<file path="src/sv/ptd_pkg.sv">
// ----------------------------------------------------------------------------
// ptd_pkg
// Shared widths, codes and types for the pinned + LRU tag directory.
// ----------------------------------------------------------------------------
package ptd_pkg;

   // store depths
   localparam int PINNED_DEPTH = 256;
   localparam int LRU_DEPTH    = 512;

   localparam int PIN_AW     = (PINNED_DEPTH > 1) ? $clog2(PINNED_DEPTH) : 1;
   localparam int LRU_AW     = (LRU_DEPTH > 1) ? $clog2(LRU_DEPTH) : 1;
   localparam int PIN_FILL_W = $clog2(PINNED_DEPTH + 1);
   localparam int LRU_FILL_W = $clog2(LRU_DEPTH + 1);
   localparam int MAX_DEPTH  = (PINNED_DEPTH > LRU_DEPTH) ? PINNED_DEPTH : LRU_DEPTH;
   localparam int IDX_W      = (PIN_AW > LRU_AW) ? PIN_AW : LRU_AW;
   localparam int CNT_W      = $clog2(MAX_DEPTH + 1);

   // field widths
   localparam int FUNC_W     = 1;
   localparam int ID_W       = 32;
   localparam int STAMP_W    = 64;
   localparam int STATUS_W   = 3;
   localparam int SLOT_W     = 9;
   localparam int LRU_W      = ID_W + STAMP_W;   // {stamp, id}
   localparam int REQ_DATA_W = 32;
   localparam int RSP_DATA_W = 48;               // slot, evicted id, zero pad

   // configuration
   localparam int CSR_IDX_W  = 1;
   localparam int CSR_DATA_W = 10;
   localparam int PIN_CAP_W  = 9;
   localparam int LRU_CAP_W  = 10;
   localparam logic [CSR_IDX_W-1:0] CSR_PIN_CAP = 1'b0;
   localparam logic [CSR_IDX_W-1:0] CSR_LRU_CAP = 1'b1;
   localparam logic [PIN_CAP_W-1:0] PIN_CAP_RESET = 9'd50;
   localparam logic [LRU_CAP_W-1:0] LRU_CAP_RESET = 10'd16;

   // request kinds
   localparam logic [FUNC_W-1:0] FUNC_LOOKUP  = 1'b0;
   localparam logic [FUNC_W-1:0] FUNC_PROMOTE = 1'b1;

   // response status codes
   localparam logic [STATUS_W-1:0] ST_PIN_HIT    = 3'd0;
   localparam logic [STATUS_W-1:0] ST_LRU_HIT    = 3'd1;
   localparam logic [STATUS_W-1:0] ST_FILLED     = 3'd2;
   localparam logic [STATUS_W-1:0] ST_EVICTED    = 3'd3;
   localparam logic [STATUS_W-1:0] ST_NOT_STORED = 3'd4;
   localparam logic [STATUS_W-1:0] ST_PROMOTED   = 3'd5;
   localparam logic [STATUS_W-1:0] ST_ALREADY    = 3'd6;
   localparam logic [STATUS_W-1:0] ST_PIN_FULL   = 3'd7;

   // scan unit control and results
   typedef struct packed {
      logic             clear;
      logic             vld;
      logic             age_en;
      logic [IDX_W-1:0] idx;
   } scan_cmd_type;

   typedef struct packed {
      logic              hit;
      logic [IDX_W-1:0]  hit_idx;
      logic              old_vld;
      logic [LRU_AW-1:0] old_idx;
      logic [ID_W-1:0]   old_id;
   } scan_res_type;

endpackage

</file>
<file path="src/sv/ptd_scan.sv">
// ----------------------------------------------------------------------------
// ptd_scan
// Per-entry compare unit: first id match and oldest stamp over one pass.
// ----------------------------------------------------------------------------
module ptd_scan import ptd_pkg::*; (
   input  logic               clock,
   input  logic               reset,
   input  scan_cmd_type       cmd,
   input  logic [ID_W-1:0]    key,
   input  logic [ID_W-1:0]    ent_id,
   input  logic [STAMP_W-1:0] ent_stamp,
   output scan_res_type       res
);

   logic               hit_ff, hit_in;
   logic [IDX_W-1:0]   hit_idx_ff, hit_idx_in;
   logic               old_vld_ff, old_vld_in;
   logic [LRU_AW-1:0]  old_idx_ff, old_idx_in;
   logic [ID_W-1:0]    old_id_ff, old_id_in;
   logic [STAMP_W-1:0] old_stamp_ff, old_stamp_in;

   always_comb begin
      hit_in       = hit_ff;
      hit_idx_in   = hit_idx_ff;
      old_vld_in   = old_vld_ff;
      old_idx_in   = old_idx_ff;
      old_id_in    = old_id_ff;
      old_stamp_in = old_stamp_ff;
      if (cmd.clear) begin
         hit_in     = 1'b0;
         old_vld_in = 1'b0;
      end else if (cmd.vld) begin
         if (!hit_ff && (ent_id == key)) begin
            hit_in     = 1'b1;
            hit_idx_in = cmd.idx;
         end
         // strict less-than: lowest index wins a tie
         if (cmd.age_en && (!old_vld_ff || (ent_stamp < old_stamp_ff))) begin
            old_vld_in   = 1'b1;
            old_idx_in   = LRU_AW'(cmd.idx);
            old_id_in    = ent_id;
            old_stamp_in = ent_stamp;
         end
      end
   end

   always_ff @(posedge clock) begin
      if (reset) begin
         hit_ff     <= 1'b0;
         old_vld_ff <= 1'b0;
      end else begin
         hit_ff     <= hit_in;
         old_vld_ff <= old_vld_in;
      end
      hit_idx_ff   <= hit_idx_in;
      old_idx_ff   <= old_idx_in;
      old_id_ff    <= old_id_in;
      old_stamp_ff <= old_stamp_in;
   end

   assign res.hit     = hit_ff;
   assign res.hit_idx = hit_idx_ff;
   assign res.old_vld = old_vld_ff;
   assign res.old_idx = old_idx_ff;
   assign res.old_id  = old_id_ff;

endmodule
</file>
<file path="config.mk">
export PLATFORM = sky130hd
export DESIGN_NAME = ptd_scan
export DESIGN_NICKNAME = d
export VERILOG_FILES = /design/src/sv/ptd_pkg.sv /design/src/sv/ptd_scan.sv
export SDC_FILE = /design/constraint.sdc
export NUM_CORES = 1
export LEC_CHECK = 0
export BUFFER_PORTS_ARGS = -buffer_cell sky130_fd_sc_hd__buf_2
export CAP_MARGIN = 20
export CORE_MARGIN = 2
export CORE_UTILIZATION = 32
export DETAILED_ROUTE_END_ITERATION = 7
export GPL_TIMING_DRIVEN = 0
export PLACE_DENSITY = 0.56
export SLEW_MARGIN = 20
export SYNTH_ARGS = -nofsm -noshare
export SYNTH_HDL_FRONTEND = slang
export SYNTH_SLANG_ARGS = --single-unit
</file>
<file path="constraint.sdc">
create_clock -name clock -period 12.5 [get_ports clock]
set_input_delay 2.5 -clock clock [delete_from_list [all_inputs] [get_ports clock]]
set_output_delay 2.5 -clock clock [all_outputs]
set_load 0.01 [all_outputs]
</file>
## After elaboration in Yosys (flattened, before gate mapping)

Index checks and enable logic that the tools add are counted.

| word-level totals | value |
|---|---|
| logic and storage cells | 19 |
| flip-flop bits (word level) | 116 |

| cells by class | value |
|---|---|
| equality and inequality tests | 1 |
| reductions and logical operators | 10 |
| $lt $le $gt $ge | 1 |
| bitwise logic cells | 1 |

Operators by type and width:

| cell | number |
|---|---|
| < comparator 64 bit | 1 |
| equality test 32 bit | 1 |
| AND reduction 3 bit | 2 |
| AND reduction 2 bit | 2 |
| logical AND 1 bit | 2 |
| logical NOT 1 bit | 2 |
| OR reduction 2 bit | 1 |
| logical OR 1 bit | 1 |
| NOT 1 bit | 1 |

## Logic depth before layout (Yosys ltp)

| depth | value |
|---|---|
| depth after elaboration | 4 |
| mapped depth | 8 |

## Worst setup path after synthesis

No wires, ideal clock.

| path | value |
|---|---|
| kind | input-to-reg |
| start point | input port ent_stamp[7] |
| end point | register old_id_ff[0] (enable) |
| cell stages on the path | 7 |
| buffers on the path | 0 |
| arrival | 6262 ps |
| required time | 12026 ps |
| slack | 5764 ps |
| setup time | 474 ps |
| path through | ha_1 -> a21oi_1 -> o21ai_1 -> a221o_1 -> or3_1 -> a31oi_1 -> a31o_1 |

| between the ends | value |
|---|---|
| word-level cells in the longest chain between the ends | 4 |

Ends and longest elaborated chain:

| item | line | source |
|---|---|---|
| start, declared | ptd_scan.sv:11 | `input logic [STAMP_W-1:0] ent_stamp,` |
| < comparator 64 bit | ptd_scan.sv:38 | `if (cmd.age_en && (!old_vld_ff \|\| (ent_stamp < old_stamp_ff))) begin` |
| logical OR 1 bit | ptd_scan.sv:38 |  |
| logical AND 1 bit | ptd_scan.sv:38 |  |
| AND reduction 3 bit (no line) | n/a |  |
| end signal, assigned | ptd_scan.sv:57 | `old_id_ff <= old_id_in;` |
| end, declared | ptd_scan.sv:19 | `logic [ID_W-1:0] old_id_ff, old_id_in;` |

Every way passes these cells.
A chain may end at the register's enable or synchronous reset.

## Final worst setup path

| path | value |
|---|---|
| start point | input port ent_stamp[7] |
| end point | register old_id_ff[31] (enable) |

Same word-level chain as after synthesis.

==> summary.md <==
| Metric | Value |
|---|---|
| Outcome | `complete, no violations` |
| Die Wd | `135 um` |
| Total die area | `18200 um2` |
| Final hold slack | `0.502 ns` |
| Actual slew at the worst max-slew pin | `0.936 ns` |
| Top cells by area, synth | `edfxtp_1 63%, ha_1 14%, inv_1 4.5%` |
| Max-cap violations | `0` |
| Max-slew violations | `0` |
| WL met2 | `6.08 mm` |
| Most frequent cells after synthesis | `114 x edfxtp_1, 65 x inv_1, 63 x ha_1` |
| Final nets | `814` |
| Highest metal used | `met4` |
| Final Hold Fails | `0` |
| Ant diodes | `0` |
| Vias in the first global route | `4019` |
| Final setup margin | `7.83 ns` |
| Minimum clock period | `4.67 ns` |
| Hold Path Class | `flip-flop to flip-flop` |
| # setup viols final | `0` |
| Setup tns final | `0 ns` |
| CTS sink count | `116` |
| Synthesized instance count | `395` |
| Ys flop type | `edfxtp_1` |
| Fillers | `1586` |
| CP Capture Type | `flip-flop` |
| WP data arrival | `4.75 ns` |
| Syn_area_per_cell | `13.9 um2` |
| Pre-CTS setup slack | `7.35 ns` |
| Register area share after synthesis | `0.633` |
| Routed Antenna Nets | `0` |
| CP peak stage delay | `0.38 ns` |
| Final wirelength | `12.4 mm` |
| Fmax | `214 MHz` |
| DIE HEIGHT | `135 um` |
| Total track usage | `0.141` |
| Flops & latches, synth | `116` |
| I/O Pins | `194` |
| Resized cells post-CTS | `0` |
| Synth top area share | `0.626` |
| Hold Path Depth | `2` |
| # Post-CTS Setup Buffers | `0` |
| Core Region | `16600 um2` |
| P_leak | `3.28 nW` |
| Clock-pin slew on the worst setup and hold paths | `0.05 ns` |
| Post-synth EDFFs | `114` |
| Number of remaining DRC errors | `0` |
| Layout Cells excl Fill | `842` |
| Num CTS Buffers | `17` |
| Worst setup path class | `input port to flip-flop` |
| Reg2reg path depth | `9` |
| Worst endpoint required time | `12.59 ns` |
| Syn Std Cell Area | `5470 um2` |
| DRT iter0 DRCs | `157` |
| Startpoint types | `input port` |
| Crit share post-route | `0.373` |
| First-pass GRT wire length | `19.6 mm` |
| Starting Density | `0.329` |
| CTS Hold Bufs | `0` |
| Cells along the critical path | `buf_2 > ha_1 > a21oi_1 > o21ai_1 > a221o_1 > or3_1 > a31oi_1 > a31o_4 > buf_16` |
| CTS H-Tree Depth | `4` |
| Hpwl dp | `9.61 mm` |
| Via count | `3756` |
| Clk buf depth | `2` |
| Vias per Instance | `4.46` |
| Critical Path Fanout Max | `51` |
| Power Density | `143 nW/um2` |
| Worst vdd ir | `0.0819 mV` |
| Yosys warning total | `0` |
| Share of layout cells above drive strength 1 | `0.371` |
| Clk_lat worst skew | `0.41 ns` |
| Routability cong. | `0.827` |
| Initial antenna violation count | `0` |
| Placed cells | `810` |
| Syn_nets | `600` |
| DRT met1 WL | `5.25 mm` |
| Largest net degree at the start of global routing | `52` |
| WL/cell | `14.7 um` |
| CTS tree | `yes` |
| Area leader, netlist | `edfxtp_1` |
| Routed length on met3 | `791 um` |
| First-pass iteration count of the detailed router | `4` |
| RSZ-0062 raised after global routing | `no` |
| Ys async rst share | `0` |
| Pwr Total | `1.05 mW` |
| Number of port buffers | `193` |
| CP max stage cell | `or3_1` |
| Area Growth Syn to Fin | `34.8%` |
| Worst slew margin | `0.374` |
| Flop2flop setup slack | `9.68 ns` |
| Clk root buf | `clkbuf_16` |
| Yosys cell types | `34` |
| Std-Cell Rows | `47` |
| Count leader, synth | `edfxtp_1` |
| Congestion Overflow GR | `0` |
| Setup Skew | `0.00825 ns` |
## layout make-up
cell class                 count  area, um2  area share
sequential                   116       3460       0.470
multi-input combinational    212       1760       0.239
timing repair buffer         195       1020       0.138
clock buffer                  19        433      0.0587
tap                          220        275      0.0373
inverter                      65        244      0.0331
clock inverter                13        164      0.0222
buffer                         2       15.0     0.00204
## path summary, 6_finish.rpt
path              endpoint            start
max          old_id_ff[31]     ent_stamp[7]
min                 hit_ff           hit_ff
max reg2reg  old_id_ff[31]  old_stamp_ff[7]
min reg2reg         hit_ff           hit_ff
## power by group
part	total, mW	internal (mW)	switching, mW	leakage, nW
Sequential	0.453	0.449	0.00384	1.07
Clock	0.496	0.329	0.168	0.293
Combinational	0.102	0.0467	0.0555	1.91
Total	1.05	0.824	0.227	3.28
## per-layer routing
metal / up-vias / GRT usage
met5: - / 0
met4: 0 / 0.0661
met3: 17 / 0.0499
met2: 103 / 0.232
met1: 1760 / 0.165
li1: 1876 / -
## flip-flops by register name, indices dropped and copies added, names as in the netlist
| register | flops |
|---|---|
| hit_idx_ff | 9 |
| hit_ff | 1 |
| old_vld_ff | 1 |
| old_id_ff | 32 |
| old_stamp_ff | 64 |
| old_idx_ff | 9 |
## critical path, delay by kind of cell
kind            cells  cell delay, ns
buf+inv             2            0.39
simple gates        1            0.38
fa+ha+maj           1            0.32
compound gates      5            1.13
## placed cells by master, fill, tap and decap left out, drive strengths merged, types with 3 or more instances in the layout
cell type and instances:
ha 63, clkbuf 19, nand4 15, a211oi 4, inv 65, xor2 20, bufinv 4, nand2 20
nor2 7, nand3 7, a2111oi 3, xnor2 12, o21ai 9, nor3 5, a21oi 24, edfxtp 114
clkinv 8, nor4 8, buf 197
## stage by stage
stage,util,cell area (um2)
detailed placement,0.407,6780
CTS,0.443,7370
floorplan,-,5470
global placement,0.403,6710
global route,0.443,7370
finish,0.443,7370
## logic make-up (layout without fill, tap and decap cells)
family | Yosys count | count (layout) | share of synthesized area
compound gates | 51 | 51 | 0.0572
flops | 116 | 116 | 0.633
simple gates | 66 | 66 | 0.0674
fa+ha+maj | 63 | 63 | 0.144
xor+xnor | 32 | 32 | 0.0512
buf+inv | 67 | 294 | 0.0473
Power figures use the tool's default switching activity.
